`src/wfhp_pkg.sv`:
```
// Package for the 802.11 frame header parser: request/result types,
// register indexes, header offsets and the LLC/SNAP byte pattern.
// No dependencies.
package wfhp_pkg;

  localparam int BYTE_W       = 8;
  localparam int COUNT_W      = 12;
  localparam int ADDR_W       = 48;
  localparam int KIND_W       = 3;
  localparam int ETYPE_W      = 16;
  localparam int CFG_IDX_W    = 2;
  localparam int CFG_DATA_W   = 16;

  localparam int HEADER_BYTES = 24;
  localparam int HIST_BYTES   = 7;
  localparam int ADDR_BYTES   = 6;
  localparam int ADDR_CELLS   = 3 * ADDR_BYTES;

  localparam logic [COUNT_W-1:0] COUNT_MAX    = 12'd4095;
  localparam logic [COUNT_W-1:0] ADDR_FIRST   = 12'd4;
  localparam logic [COUNT_W-1:0] ADDR_END     = ADDR_FIRST + COUNT_W'(ADDR_CELLS);
  localparam logic [COUNT_W-1:0] HDR_LEN      = COUNT_W'(HEADER_BYTES);
  // earliest offset of the final ethertype byte of a match
  localparam logic [COUNT_W-1:0] MATCH_FIRST  = COUNT_W'(HEADER_BYTES + HIST_BYTES);

  localparam logic [COUNT_W-1:0] LIMIT_RESET  = 12'd64;
  localparam logic [ETYPE_W-1:0] ETYPE_RESET  = 16'h888E;

  localparam logic [CFG_IDX_W-1:0] CFG_SEARCH_LIMIT    = 2'd0;
  localparam logic [CFG_IDX_W-1:0] CFG_MATCH_ETHERTYPE = 2'd1;

  localparam logic [KIND_W-1:0] KIND_MGMT    = 3'd0;
  localparam logic [KIND_W-1:0] KIND_CTRL    = 3'd1;
  localparam logic [KIND_W-1:0] KIND_DATA    = 3'd2;
  localparam logic [KIND_W-1:0] KIND_UNKNOWN = 3'd3;
  localparam logic [KIND_W-1:0] KIND_EAPOL   = 3'd4;

  localparam logic [BYTE_W-1:0] SNAP_AA   = 8'hAA;
  localparam logic [BYTE_W-1:0] SNAP_CTRL = 8'h03;
  localparam logic [BYTE_W-1:0] SNAP_ZERO = 8'h00;

  typedef struct packed {
    logic [BYTE_W-1:0] data_byte;
    logic              last_byte;
  } in_req_t;

  typedef struct packed {
    logic [COUNT_W-1:0] frame_length;
    logic [KIND_W-1:0]  frame_kind;
    logic [ADDR_W-1:0]  dest_addr;
    logic [ADDR_W-1:0]  source_addr;
    logic [ADDR_W-1:0]  bss_addr;
    logic               eapol_found;
  } out_res_t;

  typedef struct packed {
    logic [ADDR_W-1:0] addr_one;
    logic [ADDR_W-1:0] addr_two;
    logic [ADDR_W-1:0] addr_three;
  } addr_set_t;

  // Pattern byte expected in history cell k (k = 0 holds the previous byte).
  function automatic logic [BYTE_W-1:0] hist_expect(input int k,
                                                    input logic [BYTE_W-1:0] etype_hi);
    logic [BYTE_W-1:0] b;
    case (k)
      0:       b = etype_hi;
      1, 2, 3: b = SNAP_ZERO;
      4:       b = SNAP_CTRL;
      default: b = SNAP_AA;
    endcase
    return b;
  endfunction

  function automatic logic [KIND_W-1:0] kind_of(input logic [COUNT_W-1:0] len,
                                                input logic [BYTE_W-1:0]  fc);
    logic [KIND_W-1:0] k;
    if (len < COUNT_W'(2)) begin
      k = KIND_UNKNOWN;
    end else begin
      case (fc[3:2])
        2'd0:    k = KIND_MGMT;
        2'd1:    k = KIND_CTRL;
        2'd2:    k = KIND_DATA;
        default: k = KIND_UNKNOWN;
      endcase
    end
    return k;
  endfunction

endpackage

```
`src/wifi_frame_header_parser.sv`:
```
// 802.11 MAC header parser with EAPOL detection, top level.
// Uses wfhp_pkg, wfhp_match_cell and wfhp_addr_chain.
//
// Usage: frame bytes arrive on the in_ channel, one request per byte, with
// last_byte set on the final byte. One result per frame leaves on the out_
// channel: length, kind, the three addresses and the EAPOL flag.
// Throughput is one byte per cycle while no final byte is held back; the
// byte count and all pattern compares are done in the accepting cycle, so
// the limit is the single count/compare step per byte.
// Latency: the result is valid the cycle after the last byte is accepted.
// A result register sits between the channels; while it is full and the
// receiver stalls, bytes that do not end a frame are still taken and only a
// final byte is held back.
// Configuration (cfg_) writes take effect at once; write only while idle.
// Reset sets search_limit to 64, match_ethertype to 0x888E, clears the
// frame state and empties the result register. No clearing pass is needed.
module wifi_frame_header_parser
  import wfhp_pkg::*;
(
  input  logic                  clk,
  input  logic                  rst_n,
  input  logic                  in_valid,
  output logic                  in_stall,
  input  in_req_t               in_req,
  output logic                  out_valid,
  input  logic                  out_stall,
  output out_res_t              out_res,
  input  logic                  cfg_wr_en,
  input  logic [CFG_IDX_W-1:0]  cfg_index,
  input  logic [CFG_DATA_W-1:0] cfg_wr_data
);

  logic [COUNT_W-1:0] limit_r;
  logic [ETYPE_W-1:0] etype_r;
  logic [COUNT_W-1:0] count_r, count_nxt;
  logic               seen_r, seen_nxt;
  logic [BYTE_W-1:0]  fc_r;
  logic               out_valid_r, out_valid_nxt;
  out_res_t           out_res_r, res_nxt;

  logic               accept, counting, addr_en, match_now;
  logic [BYTE_W-1:0]  hist_byte [HIST_BYTES+1];
  logic [HIST_BYTES-1:0] hist_hit;
  addr_set_t          addrs;

  assign in_stall = out_valid_r && out_stall && in_req.last_byte;
  assign accept   = in_valid && !in_stall;
  assign counting = (count_r != COUNT_MAX);
  assign addr_en  = accept && counting && (count_r >= ADDR_FIRST) && (count_r < ADDR_END);

  // history line: cell 0 holds the previous byte
  assign hist_byte[0] = in_req.data_byte;
  for (genvar k = 0; k < HIST_BYTES; k++) begin : g_hist
    wfhp_match_cell u_cell (
      .clk      (clk),
      .shift_en (accept),
      .byte_in  (hist_byte[k]),
      .exp_byte (hist_expect(k, etype_r[ETYPE_W-1 -: BYTE_W])),
      .byte_out (hist_byte[k+1]),
      .hit      (hist_hit[k])
    );
  end

  wfhp_addr_chain u_addr (
    .clk      (clk),
    .shift_en (addr_en),
    .byte_in  (in_req.data_byte),
    .addrs    (addrs)
  );

  assign match_now = counting && (count_r >= MATCH_FIRST) && (count_r < limit_r) &&
                     (&hist_hit) && (in_req.data_byte == etype_r[BYTE_W-1:0]);

  always_comb begin
    count_nxt = counting ? count_r + COUNT_W'(1) : count_r;
    seen_nxt  = seen_r || match_now;

    res_nxt.frame_length = count_nxt;
    res_nxt.frame_kind   = seen_nxt ? KIND_EAPOL : kind_of(count_nxt, fc_r);
    res_nxt.eapol_found  = seen_nxt;
    if (count_nxt < HDR_LEN) begin
      res_nxt.dest_addr   = '0;
      res_nxt.source_addr = '0;
      res_nxt.bss_addr    = '0;
    end else begin
      res_nxt.dest_addr   = addrs.addr_one;
      res_nxt.source_addr = addrs.addr_two;
      res_nxt.bss_addr    = addrs.addr_three;
    end

    if (accept && in_req.last_byte) begin
      out_valid_nxt = 1'b1;
    end else if (!out_stall) begin
      out_valid_nxt = 1'b0;
    end else begin
      out_valid_nxt = out_valid_r;
    end
  end

  always_ff @(posedge clk) begin
    if (!rst_n) begin
      limit_r     <= LIMIT_RESET;
      etype_r     <= ETYPE_RESET;
      count_r     <= '0;
      seen_r      <= 1'b0;
      out_valid_r <= 1'b0;
    end else begin
      if (cfg_wr_en) begin
        case (cfg_index)
          CFG_SEARCH_LIMIT:    limit_r <= cfg_wr_data[COUNT_W-1:0];
          CFG_MATCH_ETHERTYPE: etype_r <= cfg_wr_data[ETYPE_W-1:0];
          default: ;
        endcase
      end
      if (accept) begin
        count_r <= in_req.last_byte ? '0 : count_nxt;
        seen_r  <= in_req.last_byte ? 1'b0 : seen_nxt;
      end
      out_valid_r <= out_valid_nxt;
    end
  end

  // frame control byte and result payload need no reset
  always_ff @(posedge clk) begin
    if (accept && count_r == '0) begin
      fc_r <= in_req.data_byte;
    end
    if (accept && in_req.last_byte) begin
      out_res_r <= res_nxt;
    end
  end

  assign out_valid = out_valid_r;
  assign out_res   = out_res_r;

endmodule

```
`src/wfhp_match_cell.sv`:
```
// One byte cell of the history line: holds a byte, passes it on each
// shift and compares it with its pattern byte. Uses wfhp_pkg.
module wfhp_match_cell
  import wfhp_pkg::*;
(
  input  logic              clk,
  input  logic              shift_en,
  input  logic [BYTE_W-1:0] byte_in,
  input  logic [BYTE_W-1:0] exp_byte,
  output logic [BYTE_W-1:0] byte_out,
  output logic              hit
);

  logic [BYTE_W-1:0] byte_r;

  always_ff @(posedge clk) begin
    if (shift_en) begin
      byte_r <= byte_in;
    end
  end

  assign byte_out = byte_r;
  assign hit      = (byte_r == exp_byte);

endmodule

```
`src/wfhp_addr_chain.sv`:
```
// Row of byte cells that captures header bytes 4..21 and presents them as
// the three station addresses. Uses wfhp_pkg.
module wfhp_addr_chain
  import wfhp_pkg::*;
(
  input  logic              clk,
  input  logic              shift_en,
  input  logic [BYTE_W-1:0] byte_in,
  output addr_set_t         addrs
);

  // cell 0 takes the newest byte, cell ADDR_CELLS-1 holds byte 4
  logic [BYTE_W-1:0] cell_r [ADDR_CELLS];

  always_ff @(posedge clk) begin
    if (shift_en) begin
      cell_r[0] <= byte_in;
    end
  end

  for (genvar i = 1; i < ADDR_CELLS; i++) begin : g_cell
    always_ff @(posedge clk) begin
      if (shift_en) begin
        cell_r[i] <= cell_r[i-1];
      end
    end
  end

  for (genvar j = 0; j < ADDR_BYTES; j++) begin : g_tap
    // first byte of each address lands in the most significant position
    assign addrs.addr_one[ADDR_W-1-BYTE_W*j -: BYTE_W]   = cell_r[ADDR_CELLS-1-j];
    assign addrs.addr_two[ADDR_W-1-BYTE_W*j -: BYTE_W]   = cell_r[ADDR_CELLS-1-ADDR_BYTES-j];
    assign addrs.addr_three[ADDR_W-1-BYTE_W*j -: BYTE_W] =
      cell_r[ADDR_CELLS-1-2*ADDR_BYTES-j];
  end

endmodule

```
`config.mk`:
```
export PLATFORM = sky130hd
export DESIGN_NAME = wifi_frame_header_parser
export DESIGN_NICKNAME = d
export VERILOG_FILES = /design/src/wfhp_pkg.sv /design/src/wifi_frame_header_parser.sv /design/src/wfhp_match_cell.sv /design/src/wfhp_addr_chain.sv
export SDC_FILE = /design/constraint.sdc
export NUM_CORES = 1
export LEC_CHECK = 0
export ABC_AREA = 1
export BUFFER_PORTS_ARGS = -buffer_cell sky130_fd_sc_hd__buf_4
export CAP_MARGIN = 20
export CORE_AREA = 2 2 225 172
export DETAILED_ROUTE_END_ITERATION = 10
export DIE_AREA = 0 0 227 174
export GPL_ROUTABILITY_DRIVEN = 0
export REMOVE_ABC_BUFFERS = 1
export SYNTH_ARGS = -nofsm -noshare
export SYNTH_HDL_FRONTEND = slang
export SYNTH_SLANG_ARGS = --single-unit
```
`constraint.sdc`:
```
create_clock -name clk -period 39 [get_ports clk]
set_input_delay 7.8 -clock clk [delete_from_list [all_inputs] [get_ports clk]]
set_output_delay 7.8 -clock clk [all_outputs]
set_load 0.1 [all_outputs]
```
==> results of run 1 <==
[cell type report]
type | instances | share of cell area, %
Clock buffer | 55 | 6.06
Timing Repair Buffer | 199 | 8.38
Inverter | 208 | 4.37
Clock inverter | 20 | 0.585
Sequential cell | 404 | 65.2
Multi-Input combinational cell | 478 | 11.8
Tap cell | 512 | 3.57
[flip-flops by register name, indices dropped and copies added (netlist names)]
signal and count:
count_r 12, etype_r 16, fc_r 2, g_hist.u_cell.byte_out 56, limit_r 12, out_res 160, out_valid 1, seen_r 1
u_addr.cell_r 144
[report_power, final]
group	internal, mW	switching [mW]
combinational	0.0121	0.0536
sequential	0.480	0.00464
clock	0.197	0.158
total	0.689	0.216
[worst max-delay path: stages]
cell                      delay (ns)
sky130_fd_sc_hd__buf_4          0.08
sky130_fd_sc_hd__nand2_1        0.07
sky130_fd_sc_hd__nor2_1         0.10
sky130_fd_sc_hd__buf_4          0.30
[cells by family (layout without fill, tap and decap cells)]
kind of cell,count (synthesis),after routing
DFF,404,404
and+or+nand+nor,383,383
buffers and inverters,236,482
AOI/OAI and AO/OA,76,76
adders and majority gates,13,13
xor gates and xnor gates,6,6
[worst paths after layout]
check	from	to	slack [ns]	cells past startpoint
worst max-delay path	out_stall	in_stall	22.85	4
worst min register to register	g_hist[5].u_cell.byte_out[7]	g_hist[6].u_cell.byte_out[7]	0.44	0
worst min-delay path	g_hist[5].u_cell.byte_out[7]	g_hist[6].u_cell.byte_out[7]	0.44	0
worst max register to register	count_r[1]	out_res[112]	35.30	12
[layer usage]
layer  track usage [%]  up-vias  share of wire [%]  wire, um
met2              21.2      211                 46     12500
met3              3.06       48                6.0      1620
li1                  -     4100                  -         -
met4              3.76        0                1.9       507
met1              18.9     3873                 46     12500
met5                 0        -                  0         0
[cells in the final DEF, fill, tap and decap left out, types with 6 or more instances in the layout]
cell and count:
sky130_fd_sc_hd__nand4_1 6, sky130_fd_sc_hd__clkinv_2 9, sky130_fd_sc_hd__clkbuf_16 41, sky130_fd_sc_hd__nor2_1 216, sky130_fd_sc_hd__inv_1 205, sky130_fd_sc_hd__buf_4 198, sky130_fd_sc_hd__clkbuf_1 13, sky130_fd_sc_hd__o21ai_0 31
sky130_fd_sc_hd__edfxtp_1 362, sky130_fd_sc_hd__ha_1 13, sky130_fd_sc_hd__clkinv_1 7, sky130_fd_sc_hd__nand3_1 26, sky130_fd_sc_hd__a21oi_1 38, sky130_fd_sc_hd__nand2_1 129, sky130_fd_sc_hd__dfxtp_1 42
==> impl_metrics.csv, run 1 <==
group,metric,value,unit
outcome,result_of_the_run,"finished clean",
yosys,share_of_flip_flops_with_an_asynchronous_set_or_reset_after_synthesis,0,%
yosys,synthDominantCellAreaShare,73.6,%
cts,tritoncts_num_sinks,404,
pwr,cellLeakagePower,7.31,nW
timing,report.final.setup_viol,0,
cts,clk-insertion-delay-late,0.53,ns
yosys,netlist_area,14800,sq um
global_routing,grt.overflow.total,0,
cts,cts_made_buffers,41,
timing,final_hold_viol_count,0,
die,floorplan.rows,62,
finish,number_of_antenna_repair_diodes,0,
yosys,synth_edf_count,362,
setup_path,worstPathMaxFanout,3,
route,route.final.wire_length,27100,um
yosys,synth_area_leader_cell,"sky130_fd_sc_hd__edfxtp_1",
setup_path,critPathCaptureType,"output port",
cts,postCtsSetupRepairBufs,0,
cts,hold_buffers,0,
cts,htree_num_levels,2,
yosys,synthesis.area_per_instance,13.2,sq um
yosys,synth.yosys.seq_area_share,79.3,%
finish,area_growth_from_synthesis_to_final_layout,21.7,%
die,pin_count,194,
finish,layout.core_utilization,47.9,%
placed_design,detailed_place.area,16800,sq um
placed_design,place_hpwl,16800,um
finish,regArea,11700,sq um
yosys,biggest_area_contributors_in_the_synthesized_netlist,"sky130_fd_sc_hd__edfxtp_1 (74%), sky130_fd_sc_hd__dfxtp_1 (5.7%), sky130_fd_sc_hd__nor2_1 (5.5%)",
timing,post-route-worst-setup-slack,22.85,ns
yosys,synth_adder_area_share,1.10,%
global_routing,grt_pass1_wl,41600,um
timing,unrepaired_setup_endpoints_after_global_routing,"no",
yosys,post_synth_inst_count,1118,
setup_path,worst-endpoint-required,31.20,ns
finish,fillCellCount,3364,
pwr,peakVddDrop,0.0000248,V
finish,layoutNonFillerInstCount,1876,
pwr,power-per-cell-area,50.3,nW/um^2
yosys,synth_top_family_by_area,"simple AND/OR/NAND/NOR gates",
route,drt_drc_violations_left,0,
yosys,postSynth.topFlopCell,"sky130_fd_sc_hd__edfxtp_1",
placed_design,dp_slack,22.85,ns
yosys,synthDistinctLibCells,25,
die,die_area,39500,sq um
yosys,synth-seq-cells,404,
timing,setup-tns-final,0,ns
timing,layout_min_cycle_time,16.15,ns
setup_path,worst_setup_path_start_kind,"input port",
yosys,synth_compound_area_share,2.68,%
timing,worst_tran_pin_value,1.02,ns
yosys,post_synth_most_frequent_cells,"sky130_fd_sc_hd__edfxtp_1 (362), sky130_fd_sc_hd__nor2_1 (216), sky130_fd_sc_hd__inv_1 (207)",
route,routedWlPerCell,14.4,um
yosys,synth_xor_area_share,0.356,%
global_routing,global_route.usage.total,13.5,%
yosys,post_synth_mux_area_share,0,%
route,vias_per_cell,4.39,
finish,fin_area,18000,sq um
route,detail-route-antenna-nets,0,
yosys,yosys.area_share.simple,10.2,%
timing,final.setup_skew,0.0128,ns
finish,area_of_the_multi_input_gates,2130,sq um
cts,ctsRootBufferMaster,"sky130_fd_sc_hd__clkbuf_16",
cts,cts-resized-gates,0,
setup_path,cp_data_arrival_time,8.35,ns
hold_path,worstHoldPathType,"reg -> reg",
timing,max_slew_margin,32.1,%
route,via_count,8232,
global_routing,number_of_antenna_violations_at_the_first_check_in_global_routing,0,
placed_design,port_buffers,193,
flow_run,cap_violations,0,
timing,achievable-frequency,61.9,MHz
die,die_height,174,um
route,detail_route.iter0.violations,607,
cts,cts_tree,"yes",
yosys,yosysWarningCount,0,
timing,holdWs,0.435,ns
placed_design,dp.cells,1801,
die,initial_utilization,39.3,%
die,die_width,227,um
timing,timing.final.max_slew_violations,0,
timing,finalCritPeriodShare,41.4,%
global_routing,grt_pass1_vias,7839,
finish,layout-drive-gt1-share,19.2,%
cts,path_clk_slew,0.06,ns
route,drt_pre_antenna_iters,5,
global_routing,grt_start_max_net_pins,145,
finish,layout.nets,1377,
setup_path,critical_path_class,"in -> out",
yosys,yosysMostFrequentCell,"sky130_fd_sc_hd__edfxtp_1",
pwr,report.power.total,0.904,mW
cts,clock_path_buffers,3,
die,floorplan.core_area,37500,sq um
No activity file was read; power rests on OpenSTA's default activity.
==> run 2: changes to the inputs <==
clock period = 14.7 ns   (was 39 ns; I/O delays follow)
==> run 2 against run 1 <==
  * Sequential cell count stayed put
  * Die area stayed put
  * Setup slack worse by 15 ns
  * Sequential share of layout area is 0.15 points higher
  * Clock-buffer cell count stayed put
  * Critical path type unchanged
  * Critical endpoint unchanged
==> impl_metrics.csv, run 2 (same netlist as run 1, synthesis figures left out) <==
group,metric,value,unit
cts,clock_path_buffers,3,
timing,achievable-frequency,156,MHz
placed_design,port_buffers,193,
finish,layout-drive-gt1-share,18.8,%
cts,tritoncts_num_sinks,404,
finish,fin_area,17900,sq um
route,routedWlPerCell,14.3,um
timing,finalCritPeriodShare,43.7,%
route,via_count,8258,
pwr,internal_power,1.83,mW
pwr,switching_share,23.4,%
flow_run,cap_violations,0,
pwr,power.net_switching,0.560,mW
route,drt_drc_violations_left,0,
global_routing,number_of_antenna_violations_at_the_first_check_in_global_routing,0,
timing,worst_tran_pin_value,1.07,ns
global_routing,grt.overflow.total,0,
timing,setup-tns-final,0,ns
timing,holdWs,0.442,ns
die,floorplan.rows,62,
pwr,power-per-cell-area,133,nW/um^2
route,detail_route.iter0.violations,551,
die,die_height,174,um
setup_path,worst_path_largest_cell_delay,0.29,ns
placed_design,place_hpwl,17300,um
route,drt_pre_antenna_iters,5,
setup_path,cp_cell_sequence,"buf_4 -> inv_1 -> nor2_1 -> buf_4",
timing,final_hold_viol_count,0,
cts,cts_tree,"yes",
timing,post-route-worst-setup-slack,8.27,ns
global_routing,global_route.usage.total,13.4,%
setup_path,critical_path_class,"in -> out",
die,die_width,227,um
placed_design,dp_slack,7.88,ns
setup_path,worst_setup_path_start_kind,"input port",
global_routing,grt_start_max_net_pins,101,
placed_design,dp.cells,1803,
finish,number_of_antenna_repair_diodes,0,
global_routing,global_route.usage.met1,18.6,%
setup_path,path_delay_family,"buffers and inverters",
cts,path_clk_slew,0.06,ns
hold_path,worstHoldPathType,"reg -> reg",
timing,unrepaired_setup_endpoints_after_global_routing,"no",
cts,cts-resized-gates,0,
finish,largest_register_ff_count,160,
cts,clk-insertion-delay-late,0.52,ns
route,route.final.wire_length,26800,um
pwr,comb_power_share,7.6,%
setup_path,crit_path_top_delay_cell,"sky130_fd_sc_hd__buf_4",
finish,area_growth_from_synthesis_to_final_layout,21.4,%
pwr,power.sequential.fraction,53.8,%
pwr,cellLeakagePower,7.26,nW
setup_path,cp_data_arrival_time,3.49,ns
setup_path,cp_num_buf_inv,3,
pwr,peakVddDrop,0.0000638,V
die,die_area,39500,sq um
die,initial_utilization,39.3,%
timing,max_slew_margin,29.0,%
pwr,power.share.clock,38.7,%
die,floorplan.core_area,37500,sq um
cts,hold_buffers,0,
timing,layout_min_cycle_time,6.43,ns
global_routing,grt_util_met3,3.13,%
finish,layoutNonFillerInstCount,1869,
finish,commonest_cells_after_routing_fill_and_taps_aside,"sky130_fd_sc_hd__edfxtp_1 (362), sky130_fd_sc_hd__nor2_1 (216), sky130_fd_sc_hd__inv_1 (205), sky130_fd_sc_hd__buf_4 (201), sky130_fd_sc_hd__nand2_1 (129)",
timing,report.final.setup_viol,0,
global_routing,grt.met2_usage,21.1,%
setup_path,worstPathMaxFanout,3,
setup_path,worst_path_most_repeated_cell,"sky130_fd_sc_hd__buf_4",
placed_design,detailed_place.area,16800,sq um
timing,timing.final.max_slew_violations,0,
cts,htree_num_levels,2,
finish,mostFrequentLayoutCell,"sky130_fd_sc_hd__edfxtp_1",
cts,postCtsSetupRepairBufs,0,
cts,ctsRootBufferMaster,"sky130_fd_sc_hd__clkbuf_16",
cts,cts_made_buffers,40,
route,detail-route-antenna-nets,0,
outcome,result_of_the_run,"finished clean",
global_routing,grt_pass1_vias,7825,
finish,layout.nets,1378,
timing,final.setup_skew,0.0138,ns
setup_path,worst-endpoint-required,11.76,ns
die,pin_count,194,
setup_path,critPathCaptureType,"output port",
pwr,report.power.total,2.39,mW
finish,layout.core_utilization,47.7,%
global_routing,grt_pass1_wl,41200,um
global_routing,most_crowded_layer_after_global_routing,"met2",
route,vias_per_cell,4.42,
==> run 2: changes by cell type in the layout (fill, tap and decap cells not counted) <==
| cell | change |
|---|---|
| sky130_fd_sc_hd__clkbuf_1 | +1 |
| sky130_fd_sc_hd__clkinv_2 | -6 |
| sky130_fd_sc_hd__clkinvlp_2 | +1 |
| sky130_fd_sc_hd__clkinv_4 | -1 |
| sky130_fd_sc_hd__clkinv_1 | -1 |
| sky130_fd_sc_hd__inv_6 | -2 |
| sky130_fd_sc_hd__clkbuf_8 | -1 |
| sky130_fd_sc_hd__bufinv_16 | +1 |
| sky130_fd_sc_hd__buf_12 | -1 |
| sky130_fd_sc_hd__buf_4 | +3 |
| sky130_fd_sc_hd__clkinvlp_4 | -1 |
==> run 2: power groups by stage <==
| stage | registers (mW) | clock network, mW | logic [mW] |
|---|---|---|---|
| after CTS | 1.29 | 0.952 | 0.183 |
| after global placement | 1.31 | 0 | 0.182 |
| after floorplan | 1.42 | 0 | 0.0290 |
| after detailed placement | 1.31 | 0 | 0.183 |
| final | 1.29 | 0.925 | 0.182 |
| after global routing | 1.29 | 0.997 | 0.190 |
==> run 2: worst paths after layout <==
kind,startpoint,endpoint,slack [ns],cells after the start
min reg2reg,u_addr.cell_r[13][4],u_addr.cell_r[14][4],0.44,0
max,in_req[0],in_stall,8.27,4
max reg2reg,out_valid,out_res[113],10.74,9
min,u_addr.cell_r[13][4],u_addr.cell_r[14][4],0.44,0
==> run 2: area by class of cell <==
| cell class | instances | area, sq um |
|---|---|---|
| multi-input combinational | 478 | 2130 |
| timing repair buffer | 201 | 1510 |
| inverter | 208 | 786 |
| tap | 512 | 641 |
| clock inverter | 11 | 72.6 |
| sequential | 404 | 11700 |
| clock buffer | 55 | 1080 |
| fill | 3375 | 19600 |
==> run 2: per-layer routing <==
metal  up-vias  part of all wire (%)
met4         0                   1.8
met3        40                   6.5
met2       215                    46
li1       4095                     -
met5         -                     0
met1      3908                    46
==> run 2: worst register-to-register path, cell delays in order, from the launching register on <==
cell and delay (ns):
sky130_fd_sc_hd__dfxtp_1 0.31, sky130_fd_sc_hd__nand2_1 0.09, sky130_fd_sc_hd__o21ai_0 0.08, sky130_fd_sc_hd__buf_4 0.19, sky130_fd_sc_hd__inv_2 0.06, sky130_fd_sc_hd__buf_4 0.56
sky130_fd_sc_hd__nand2_1 0.37, sky130_fd_sc_hd__inv_6 0.42, sky130_fd_sc_hd__buf_4 0.74, sky130_fd_sc_hd__buf_4 0.74
